[src/rtl/tcre_pkg.sv]
// Shared types and constants of the text console region engine.
`timescale 1ns / 1ps
package tcre_pkg;

  localparam int CELL_COUNT = 8192;
  localparam int ADDR_W     = $clog2(CELL_COUNT);
  localparam int MAX_SPAN   = 128;

  localparam logic [2:0] OP_PUT    = 3'd0;
  localparam logic [2:0] OP_SET    = 3'd1;
  localparam logic [2:0] OP_SCROLL = 3'd2;
  localparam logic [2:0] OP_FILL   = 3'd3;
  localparam logic [2:0] OP_READ   = 3'd4;

  localparam logic [2:0] CFG_ROW_PITCH     = 3'd0;
  localparam logic [2:0] CFG_ORIGIN_COLUMN = 3'd1;
  localparam logic [2:0] CFG_ORIGIN_ROW    = 3'd2;
  localparam logic [2:0] CFG_REGION_WIDTH  = 3'd3;
  localparam logic [2:0] CFG_REGION_HEIGHT = 3'd4;
  localparam logic [2:0] CFG_ATTRIBUTE     = 3'd5;

  localparam logic [7:0] BLANK_CHAR = 8'h20;

  typedef struct packed {
    logic load;
    logic put_wr;
    logic place;
    logic cell_adr;
    logic copy_rd;
    logic copy_wr;
    logic cell_rd;
    logic cell_wr;
    logic read_rd;
    logic finish;
  } ctl_cmd_t;

  typedef struct packed {
    logic place_scroll;
    logic cell_last;
  } dp_stat_t;

endpackage

[src/rtl/tcre_ctrl.sv]
// Controller state machine of the text console region engine.
`timescale 1ns / 1ps
module tcre_ctrl (
  input  logic              clk,
  input  logic              rst_n,
  input  logic              start,
  input  logic [2:0]        in_operation,
  input  tcre_pkg::dp_stat_t stat,
  output tcre_pkg::ctl_cmd_t cmd,
  output logic              busy
);

  typedef enum logic [3:0] {
    S_IDLE, S_PUT, S_PLACE, S_COPY_ADR, S_COPY_RD, S_COPY_WR,
    S_CELL_ADR, S_CELL_RD, S_CELL_WR, S_READ, S_FIN
  } state_t;

  state_t state_r;
  state_t state_nxt;
  logic   accept;

  assign busy   = (state_r != S_IDLE);
  assign accept = start && (state_r == S_IDLE);

  always_comb begin
    state_nxt = state_r;
    unique case (state_r)
      S_IDLE: begin
        if (start) begin
          unique case (in_operation)
            tcre_pkg::OP_PUT:    state_nxt = S_PUT;
            tcre_pkg::OP_SET:    state_nxt = S_PLACE;
            tcre_pkg::OP_SCROLL: state_nxt = S_COPY_ADR;
            tcre_pkg::OP_FILL:   state_nxt = S_CELL_ADR;
            tcre_pkg::OP_READ:   state_nxt = S_READ;
            default:             state_nxt = S_FIN;
          endcase
        end
      end
      S_PUT:      state_nxt = S_PLACE;
      S_PLACE:    state_nxt = stat.place_scroll ? S_COPY_ADR : S_FIN;
      S_COPY_ADR: state_nxt = S_COPY_RD;
      S_COPY_RD:  state_nxt = S_COPY_WR;
      S_COPY_WR:  state_nxt = stat.cell_last ? S_CELL_ADR : S_COPY_ADR;
      S_CELL_ADR: state_nxt = S_CELL_RD;
      S_CELL_RD:  state_nxt = S_CELL_WR;
      S_CELL_WR:  state_nxt = stat.cell_last ? S_FIN : S_CELL_ADR;
      S_READ:     state_nxt = S_FIN;
      S_FIN:      state_nxt = S_IDLE;
      default:    state_nxt = S_IDLE;
    endcase
  end

  always_comb begin
    cmd          = '0;
    cmd.load     = accept;
    cmd.put_wr   = (state_r == S_PUT);
    cmd.place    = (state_r == S_PLACE);
    cmd.cell_adr = (state_r == S_CELL_ADR) || (state_r == S_COPY_ADR);
    cmd.copy_rd  = (state_r == S_COPY_RD);
    cmd.copy_wr  = (state_r == S_COPY_WR);
    cmd.cell_rd  = (state_r == S_CELL_RD);
    cmd.cell_wr  = (state_r == S_CELL_WR);
    cmd.read_rd  = (state_r == S_READ);
    cmd.finish   = (state_r == S_FIN);
  end

  always_ff @(posedge clk) begin
    if (!rst_n) begin
      state_r <= S_IDLE;
    end else begin
      state_r <= state_nxt;
    end
  end

  a_accept_leaves_idle: assert property (@(posedge clk) disable iff (!rst_n)
    accept |=> (state_r != S_IDLE))
    else $error("Accepted request did not start work.");

  a_fin_returns_idle: assert property (@(posedge clk) disable iff (!rst_n)
    (state_r == S_FIN) |=> (state_r == S_IDLE))
    else $error("Finish did not return to idle.");

  a_rd_after_adr: assert property (@(posedge clk) disable iff (!rst_n)
    (state_r == S_CELL_RD) |-> ($past(state_r) == S_CELL_ADR))
    else $error("Cell read without address phase.");

endmodule

[config.mk]
export PLATFORM = sky130hd
export DESIGN_NAME = tcre_ctrl
export DESIGN_NICKNAME = d
export VERILOG_FILES = /design/src/rtl/tcre_pkg.sv /design/src/rtl/tcre_ctrl.sv
export SDC_FILE = /design/constraint.sdc
export NUM_CORES = 1
export LEC_CHECK = 0
export ABC_AREA = 1
export BUFFER_PORTS_ARGS = -buffer_cell sky130_fd_sc_hd__buf_4
export CORE_AREA = 2 2 39 41
export CTS_CLUSTER_SIZE = 10
export DETAILED_ROUTE_END_ITERATION = 6
export DIE_AREA = 0 0 41 43
export PLACE_DENSITY = 0.59
export SLEW_MARGIN = 20
export SYNTH_ARGS = -nofsm -noshare
export SYNTH_HDL_FRONTEND = slang
export SYNTH_SLANG_ARGS = --single-unit
export TNS_END_PERCENT = 5
[constraint.sdc]
create_clock -name clk -period 1.3 [get_ports clk]
set_input_delay 0.26 -clock clk [delete_from_list [all_inputs] [get_ports clk]]
set_output_delay 0.26 -clock clk [all_outputs]
set_load 0.02 [all_outputs]
==> results of run 1 <==
## worst reg2reg max path: stages (launching register included)
cell	delay, ns
dfxtp_4	0.40
inv_2	0.06
nor2_4	0.10
buf_4	0.12
buf_4	0.11
nand3_1	0.07
nand3_1	0.09
nor2_1	0.05
nor2_1	0.12
## worst paths after layout
path	slack, ns	depth (start not counted)	endpoint	start
max reg2reg	0.11	8	state_r[3]	state_r[1]
min	0.34	4	state_r[2]	stat[0]
min reg2reg	0.70	4	state_r[1]	state_r[3]
max	-0.11	6	cmd[6]	state_r[1]
## placed cells by master, fill, tap and decap left out
cell type   n
clkbuf_4    3
buf_6       4
dfxtp_4     4
nand3_1    11
inv_4       1
inv_1      13
nor2_4      6
o21ai_2     1
inv_2       3
nand2_1    13
o21ai_0     1
nor3_2      1
a21oi_2     1
buf_4      18
nor2_1     13
nor4_2      1
nand2_2     4
## stage by stage
| stage | hold WS [ns] | worst slack, ns | instance area [um2] | utilization [%] |
|---|---|---|---|---|
| after floorplan | 0.4539 | -0.1007 | 399.1 | - |
| after detailed placement | 0.5932 | 0.01243 | 561.8 | 40.60 |
| after global placement | 0.5890 | 0.04594 | 561.8 | 40.60 |
| final | 0.3423 | -0.1068 | 674.4 | 48.73 |
| after CTS | 0.3412 | -0.08865 | 666.9 | 48.19 |
| after global routing | 0.3752 | -0.1384 | 674.4 | 48.73 |
## synth_stat cells (all sizes together)
| cell type | n | area, um2 |
|---|---|---|
| a21oi | 1 | 8.760 |
| buf | 1 | 7.510 |
| dfxtp | 4 | 80.08 |
| inv | 17 | 63.81 |
| nand2 | 17 | 66.32 |
| nand3 | 11 | 55.05 |
| nor2 | 19 | 86.34 |
| nor3 | 1 | 5.000 |
| nor4 | 1 | 6.260 |
| o21ai | 2 | 13.76 |
## repair_timing
item,CTS,global route
pin swaps,5,3
endpoints found under the setup margin,11,11
resized for setup,24,2
setup buffers,2,0
## where the power goes
part,switching (mW),internal (mW),total (mW)
Sequential,0.128,0.198,0.326
Clock,0.0535,0.103,0.157
Combinational,0.574,0.433,1.01
Total,0.756,0.734,1.49
## cell families (layout without fill, tap and decap cells)
kind of cell	after synthesis	count (layout)	synth area share (%)
buffers and inverters	18	42	18.15
and+or+nand+nor	49	49	55.74
DFF	4	4	20.38
AOI/OAI and AO/OA	3	3	5.732
## cell type report
| class | instances | area (um2) |
|---|---|---|
| Sequential cell | 4 | 95.09 |
| Fill cell | 163 | 709.4 |
| Tap cell | 16 | 20.02 |
| Clock buffer | 3 | 22.52 |
| Timing Repair Buffer | 22 | 180.2 |
| Multi-Input combinational cell | 52 | 290.3 |
| Inverter | 17 | 66.31 |
## metal layers
layer  global-route usage [%]  wire [um]  up-vias
met2                    23.13        571       20
li1                         -          -      273
met3                    3.665         65        3
met4                    8.000         22        0
met5                        0          0        -
met1                    15.86        471      208
==> metrics.cfg, run 1 <==
[outcome]
status = finished with violations
violations = negative setup slack

[global_route]
grt_max_degree = 7
gr-total-overflow = 0
grt_pass1_vias = 402
antenna_found_initial = 0
grt_pass1_wl_um = 1662
grt_usage_pct = 14.29

[final_layout]
largest_register_ffs = 4
insertedDiodeCount = 0
largest_register = state_r
finalNetCount = 108
top_regs = state_r (4)
areaGrowthSynthToFinish_pct = 71.66
layout-drive-gt1-share_pct = 47.96
final_cell_count_no_fill = 114

[setup_path]
crit_buf_inv = 3
crit_fanout = 6
required_ns = 1.04
end_kind = output pin
arrival_ns = 1.15
start_kind = register
cp_top_family = flip-flops
critical_path.slowest_cell = dfxtp_4
crit_top_cell = nand2_2
critical_path_class = register to output pin
path_cells = inv_2, nor2_4, buf_4, nand2_2, nand2_2, buf_6
max_stage_delay_ns = 0.40

[synthesis]
synth_cells = 74
synth_area_per_cell_um2 = 5.309
syn_area_um2 = 392.9
synth_seq_cells = 4
yosysSeqAreaShare_pct = 20.38
synth.distinct_cells = 14
synth_nets = 82
yosys_warnings = 0

[clock_tree]
cts_inserted_buffers = 3
cts_buffer_depth = 2
postCtsHoldBufs = 0
cts_tree = yes
clock_latency_ns = 0.24
clock_sinks = 4
root_buffer = clkbuf_4
htree_levels = 1
path_clk_slew_ns = 0.04

[routing]
ant_nets = 0
drtIter0Drc = 14
via_per_inst = 4.421
drt_pass1_iterations = 4
wl_um = 1131
drc = 0
wl_per_cell_um = 9.921
vias = 504

[placement]
dpl.cell_count = 109
port_buffers = 18
hpwl_um = 825.1
globalplace.congestion = 0.7550

[die]
coreArea_um2 = 1384
die-area_um2 = 1763
start_util_pct = 28.39
pin_count = 19
row_count = 14
die_y_um = 43
fp.dieW_um = 41

[sta]
clock_skew_ns = 0.007061
fin_setup_tns_ns = -0.5931
slew_violations = 0
hold_viol = 0
setup_ws_ns = -0.1068
relSlewSlack_pct = 84.32
period_share_pct = 108.2
max_freq_mhz = 710.8
setup_viol = 9
layout_min_cycle_time_ns = 1.407
rsz0062_at_grt = yes
tightest_slew_ns = 0.2333

[power_and_ir_drop]
power_density_nw_per_um2 = 2209
power_mw = 1.490
ir_drop_v = 0.0009252
p_leak_nw = 0.3856

[hold_path]
min_path_type = input pin to register

[flow_run]
cap_violations = 0

(Power assumes the default switching activity.)
==> inputs of run 2 (changes only) <==
--- a/config.mk
+++ b/config.mk
@@ -5,13 +5,13 @@
 export SDC_FILE = /design/constraint.sdc
 export NUM_CORES = 1
 export LEC_CHECK = 0
-export ABC_AREA = 1
 export BUFFER_PORTS_ARGS = -buffer_cell sky130_fd_sc_hd__buf_4
 export CORE_AREA = 2 2 39 41
 export CTS_CLUSTER_SIZE = 10
 export DETAILED_ROUTE_END_ITERATION = 6
 export DIE_AREA = 0 0 41 43
-export PLACE_DENSITY = 0.59
+export PLACE_DENSITY = 0.58
+export SETUP_SLACK_MARGIN = 0.02
 export SLEW_MARGIN = 20
 export SYNTH_ARGS = -nofsm -noshare
 export SYNTH_HDL_FRONTEND = slang
==> run 2 against run 1 <==
Effect of this change: the flow still finishes with violations (negative setup slack); cell count fell by 17%; area after synthesis fell by 4.5%; clock skew fell by 0.0066 ns; power rose by 31%; die area did not move; combinational power rose by 49%; count of clock-buffer cells in the layout did not move; via count rose by 0.79%; critical path depth fell by 2; routed wire length rose by 20%.
==> metrics.cfg, run 2 <==
[placement]
postPlaceCellArea_um2 = 599.3  ; +6.7%
hpwl_um = 921  ; +12%
port_buffers = 18  ; unchanged
globalplace.congestion = 0.8023  ; +6.3%

[sta]
hold_slack_ns = 0.3124  ; -0.02981 ns
relSlewSlack_pct = 84.11  ; -0.20 points
clock_skew_ns = 0.0004291  ; -0.006632 ns
rsz0062_at_grt = yes
hold_viol = 0  ; unchanged
max_freq_mhz = 686.2  ; -3.5%
setup_viol = 14  ; +5
period_share_pct = 112.1  ; +3.9 points
layout_min_cycle_time_ns = 1.457  ; +0.05046 ns
tightest_slew_ns = 0.2367  ; +0.003393 ns
slew_violations = 0  ; unchanged
setup_ws_ns = -0.1573  ; -0.05046 ns

[hold_path]
min_path_type = input pin to register

[clock_tree]
clock_latency_ns = 0.23  ; about the same
htree_levels = 1  ; unchanged
clock_sinks = 4  ; unchanged
cts_buffer_depth = 2  ; unchanged
root_buffer = clkbuf_4
cts_inserted_buffers = 3  ; unchanged
cts_tree = yes
path_clk_slew_ns = 0.04  ; about the same

[routing]
drtIter0Drc = 2  ; -12
vias = 508  ; +0.79%
drt_pass1_iterations = 3  ; -1
drc = 0  ; unchanged
wl_um = 1361  ; +20%
wl_per_cell_um = 14.33  ; +44%
via_per_inst = 5.347  ; +21%
ant_nets = 0  ; unchanged

[outcome]
violations = negative setup slack
status = finished with violations

[final_layout]
layout-drive-gt1-share_pct = 67.09  ; +19 points
final_util_pct = 55.06  ; +6.3 points
design_area_um2 = 762.0  ; +13%
insertedDiodeCount = 0  ; unchanged
largest_register = state_r
layout_common_cells = 22 x buf_4, 9 x buf_6, 4 x a21oi_1
top_regs = state_r (4)
largest_register_ffs = 4  ; unchanged
finalNetCount = 89  ; -18%
areaGrowthSynthToFinish_pct = 103.0
layout_commonest_cell = buf_4

[synthesis]
synth_area_per_cell_um2 = 7.507  ; +41%
synth_cells = 50  ; -32%
synth_nets = 58  ; -29%
yosysSeqAreaShare_pct = 21.33  ; +0.95 points
yosys_warnings = 0  ; unchanged
yosys.area.top_type = dfxtp_1
synthTopCellsByCount = 5 x a21oi_1, 5 x nor3_1, 4 x dfxtp_1, 3 x buf_2, 3 x nand2b_1
async_flop_share_pct = 0  ; unchanged
ys.flop_type = dfxtp_1
synth_seq_cells = 4  ; unchanged
synth.distinct_cells = 29  ; +15
syn_area_um2 = 375.4  ; -4.5%
synth_top_area_share_pct = 21.33  ; +0.95 points
synth_edf_count = 0  ; unchanged
synth_top_cells_by_area = dfxtp_1 21%, a21oi_1 6.7%, nor3_1 6.7%, nand2b_1 5.0%, nand4b_1 4.7%

[setup_path]
start_kind = register
critical_path_class = register to output pin
crit_fanout = 7  ; +1
required_ns = 1.04  ; about the same
reg2reg_slack_ns = -0.06  ; -0.17 ns
end_kind = output pin
arrival_ns = 1.20  ; +0.05 ns

[global_route]
grt_pass1_wl_um = 2035  ; +22%
gr-total-overflow = 0  ; unchanged
grt_pass1_vias = 514  ; +28%
grt_usage_pct = 16.70  ; +2.4 points
grt_max_degree = 11  ; +4
antenna_found_initial = 0  ; unchanged

[die]
coreArea_um2 = 1384  ; unchanged
die_y_um = 43  ; unchanged
row_count = 14  ; unchanged
fp.dieW_um = 41  ; unchanged
start_util_pct = 27.12  ; -1.3 points
die-area_um2 = 1763  ; unchanged
pin_count = 19  ; unchanged

[power_and_ir_drop]
p_leak_nw = 0.3120  ; -19%
power_density_nw_per_um2 = 2568  ; +16%
ir_drop_v = 0.0009763  ; +5.5%

[flow_run]
cap_violations = 0  ; unchanged

[run 2: final timing paths]
kind               from    endpoint  cells past startpoint
min reg2reg  state_r[1]  state_r[3]                      3
min               rst_n  state_r[0]                      3
max reg2reg  state_r[0]  state_r[3]                      4
max          state_r[3]        busy                      4
[run 2: cells by family (layout without fill, tap and decap cells)]
| logic type | Yosys count | count (layout) | synth area share, % |
|---|---|---|---|
| flip-flops | 4 | 4 | 21.33 |
| AO/OA/AOI/OAI | 17 | 17 | 30.67 |
| AND/OR/NAND/NOR | 22 | 22 | 39.01 |
| buffers and inverters | 7 | 36 | 8.997 |
[run 2: report_power, final]
| group | switching, mW | internal (mW) | total (mW) |
|---|---|---|---|
| Combinational | 0.714 | 0.790 | 1.50 |
| Clock | 0.0467 | 0.103 | 0.150 |
| Sequential | 0.108 | 0.196 | 0.304 |
| Total | 0.868 | 1.09 | 1.96 |
[run 2: timing repair]
item	4_1_cts	5_1_grt
gates cloned	0	0
buffers inserted	2	0
hold buffers	0	0
gates resized for setup	22	7
setup endpoints to repair	13	15
pin swaps	5	1
[run 2: cell type report]
class | count | area, um2
clock buffer | 3 | 22.52
fill | 136 | 621.8
inverter | 2 | 10.01
multi-input combinational | 39 | 352.8
sequential | 4 | 90.09
tap | 16 | 20.02
timing repair buffer | 31 | 266.5
[run 2: worst max-delay path: stages (launching register included)]
cell and delay [ns]:
dfxtp_4 0.36, nor4_4 0.28, buf_4 0.17, inv_4 0.03, buf_6 0.12
[run 2: per-stage QoR]
step	TNS (ns)	setup WS [ns]	power (mW)	cells
floorplan	-0.3464	-0.1152	0.8769	50
global placement	-0.03821	-0.03821	1.329	90
detailed placement	-0.04360	-0.04360	1.336	90
CTS	-1.350	-0.1486	1.841	95
global route	-2.003	-0.1991	2.072	95
finish	-1.155	-0.1573	1.957	95
[run 2: routing by layer]
layer | wire, um | global-route usage (%) | vias up
met5 | 0 | 0 | -
met4 | 14 | 11.33 | 0
met3 | 91 | 4.188 | 2
met2 | 747 | 25.62 | 16
met1 | 507 | 19.09 | 243
li1 | - | - | 247
==> inputs of run 3 (changes only) <==
--- a/config.mk
+++ b/config.mk
@@ -10,6 +10,8 @@
 export CTS_CLUSTER_SIZE = 10
 export DETAILED_ROUTE_END_ITERATION = 6
 export DIE_AREA = 0 0 41 43
+export GPL_ROUTABILITY_DRIVEN = 0
+export GPL_TIMING_DRIVEN = 0
 export PLACE_DENSITY = 0.58
 export SETUP_SLACK_MARGIN = 0.02
 export SLEW_MARGIN = 20
==> run 3 against run 2 <==
Effect of this change: the flow still finishes with violations (negative setup slack); sequential share of layout area grew 1.4 points; power shrank 12%; maximum frequency shrank 1.1%; clock skew grew 0.0012 ns; global-route usage down 0.89 points; clock power about the same; sequential power decreased by 6%.
==> metrics.cfg, run 3 (synthesized netlist as in run 2, its figures left out) <==
[sta]
period_share_pct = 113.4  ; +1.3 points
rsz0062_at_grt = yes
setup_ws_ns = -0.1738  ; -0.01648 ns
setup_viol = 15  ; +1
tightest_slew_ns = 0.2592  ; +0.02244 ns
slew_violations = 0  ; unchanged
hold_viol = 0  ; unchanged
clock_skew_ns = 0.001624  ; +0.001195 ns
max_freq_mhz = 678.5  ; -1.1%
layout_min_cycle_time_ns = 1.474  ; +0.01648 ns
fin_setup_tns_ns = -1.459  ; -0.3038 ns
relSlewSlack_pct = 82.61  ; -1.5 points

[clock_tree]
cts_inserted_buffers = 3  ; unchanged
clock_latency_ns = 0.23  ; about the same
root_buffer = clkbuf_4
htree_levels = 1  ; unchanged
path_clk_slew_ns = 0.04  ; about the same
cts_tree = yes
cts_buffer_depth = 2  ; unchanged
postCtsHoldBufs = 0  ; unchanged
clock_sinks = 4  ; unchanged

[flow_run]
cap_violations = 0  ; unchanged

[final_layout]
top_regs = state_r (4)
layout_commonest_cell = buf_4
layout-drive-gt1-share_pct = 62.16  ; -4.9 points
insertedDiodeCount = 0  ; unchanged
areaGrowthSynthToFinish_pct = 82.00
finalNetCount = 84  ; -5.6%
design_area_um2 = 683.2  ; -10%
layout_common_cells = 20 x buf_4, 5 x a21oi_1, 4 x buf_6, 3 x nor3_2, 3 x clkbuf_4
largest_register = state_r
largest_register_ffs = 4  ; unchanged

[placement]
postPlaceCellArea_um2 = 543.0  ; -9.4%
hpwl_um = 805.9  ; -12%
port_buffers = 18  ; unchanged
post-place-ws_ns = -0.1949  ; -0.1513 ns

[routing]
drtIter0Drc = 9  ; +7
ant_nets = 0  ; unchanged
wl_per_cell_um = 13.61  ; -5.0%
drt_pass1_iterations = 4  ; +1
vias = 485  ; -4.5%
drc = 0  ; unchanged
via_per_inst = 5.389  ; +0.78%
wl_um = 1225  ; -10%

[setup_path]
timing.rr.start = state_r[3]
arrival_ns = 1.21  ; about the same
end_kind = output pin
reg2regPathDepth = 5  ; +1
r2r-end = state_r[3]
critical_path_class = register to output pin
crit_fanout = 5  ; -2
start_kind = register
required_ns = 1.04  ; about the same
reg2reg_slack_ns = -0.11  ; -0.05 ns

[global_route]
gr-total-overflow = 0  ; unchanged
grt_usage_pct = 15.81  ; -0.89 points
grt_pass1_vias = 409  ; -20%
grt_pass1_wl_um = 1849  ; -9.1%
antenna_found_initial = 0  ; unchanged
grt_max_degree = 11  ; unchanged

[die]
pin_count = 19  ; unchanged
row_count = 14  ; unchanged
die-area_um2 = 1763  ; unchanged
start_util_pct = 27.12  ; unchanged
die_y_um = 43  ; unchanged
coreArea_um2 = 1384  ; unchanged
fp.dieW_um = 41  ; unchanged

[outcome]
status = finished with violations
violations = negative setup slack

[hold_path]
min_from = rst_n
holdPathStages = 3  ; unchanged
min_path_type = input pin to register
hold_end = state_r[0]

[power_and_ir_drop]
p_leak_nw = 0.2829  ; -9.3%
power_density_nw_per_um2 = 2520  ; -1.9%
power_mw = 1.722  ; -12%
ir_drop_v = 0.001022  ; +4.7%

run 3: how the worst max path moves through the flow:
stage | start | end | slack, ns | depth (start not counted)
final | state_r[3] | cmd[0] | -0.17 | 4
after global routing | state_r[3] | cmd[0] | -0.27 | 4
after CTS | state_r[3] | busy | -0.22 | 5
after detailed placement | state_r[1] | cmd[0] | -0.19 | 3
after global placement | state_r[1] | cmd[0] | -0.18 | 3
after floorplan | state_r[1] | cmd[0] | -0.12 | 2
run 3: stage by stage:
step	utilization, %	cells	hold WS [ns]
after floorplan	-	50	0.4183
after global placement	39.24	84	0.5775
after detailed placement	39.24	84	0.5802
after CTS	49.37	90	0.3163
after global routing	49.37	90	0.3370
final	49.37	90	0.3315
run 3: power by group:
| group | internal, mW | switching (mW) |
|---|---|---|
| Sequential | 0.194 | 0.0937 |
| Clock | 0.103 | 0.0444 |
| Combinational | 0.655 | 0.633 |
run 3: worst max-delay path, cell delays in order, from the launching register on:
cell and delay, ns:
dfxtp_2 0.34, buf_6 0.12, inv_1 0.10, nor4b_2 0.24
buf_4 0.18
run 3: area by class of cell:
type	count	area, um2
clock buffers	3	22.52
repair buffers	22	172.7
inverters	2	7.507
fillers	148	700.7
flip-flops and latches	4	90.09
plain buffers	4	51.30
multi-input cells	39	319.1
well taps	16	20.02
run 3: per-layer routing:
layer,vias to the layer above,routed length [um],track usage [%]
met5,-,0,0
met4,0,0,10.00
met3,0,80,3.141
met2,21,630,23.75
met1,226,514,19.48
li1,238,-,-
run 3: timing repair:
item,4_1_cts,5_1_grt
buffers inserted,4,0
gates resized for setup,26,0
pin swaps,4,1
endpoints found under the setup margin,15,15
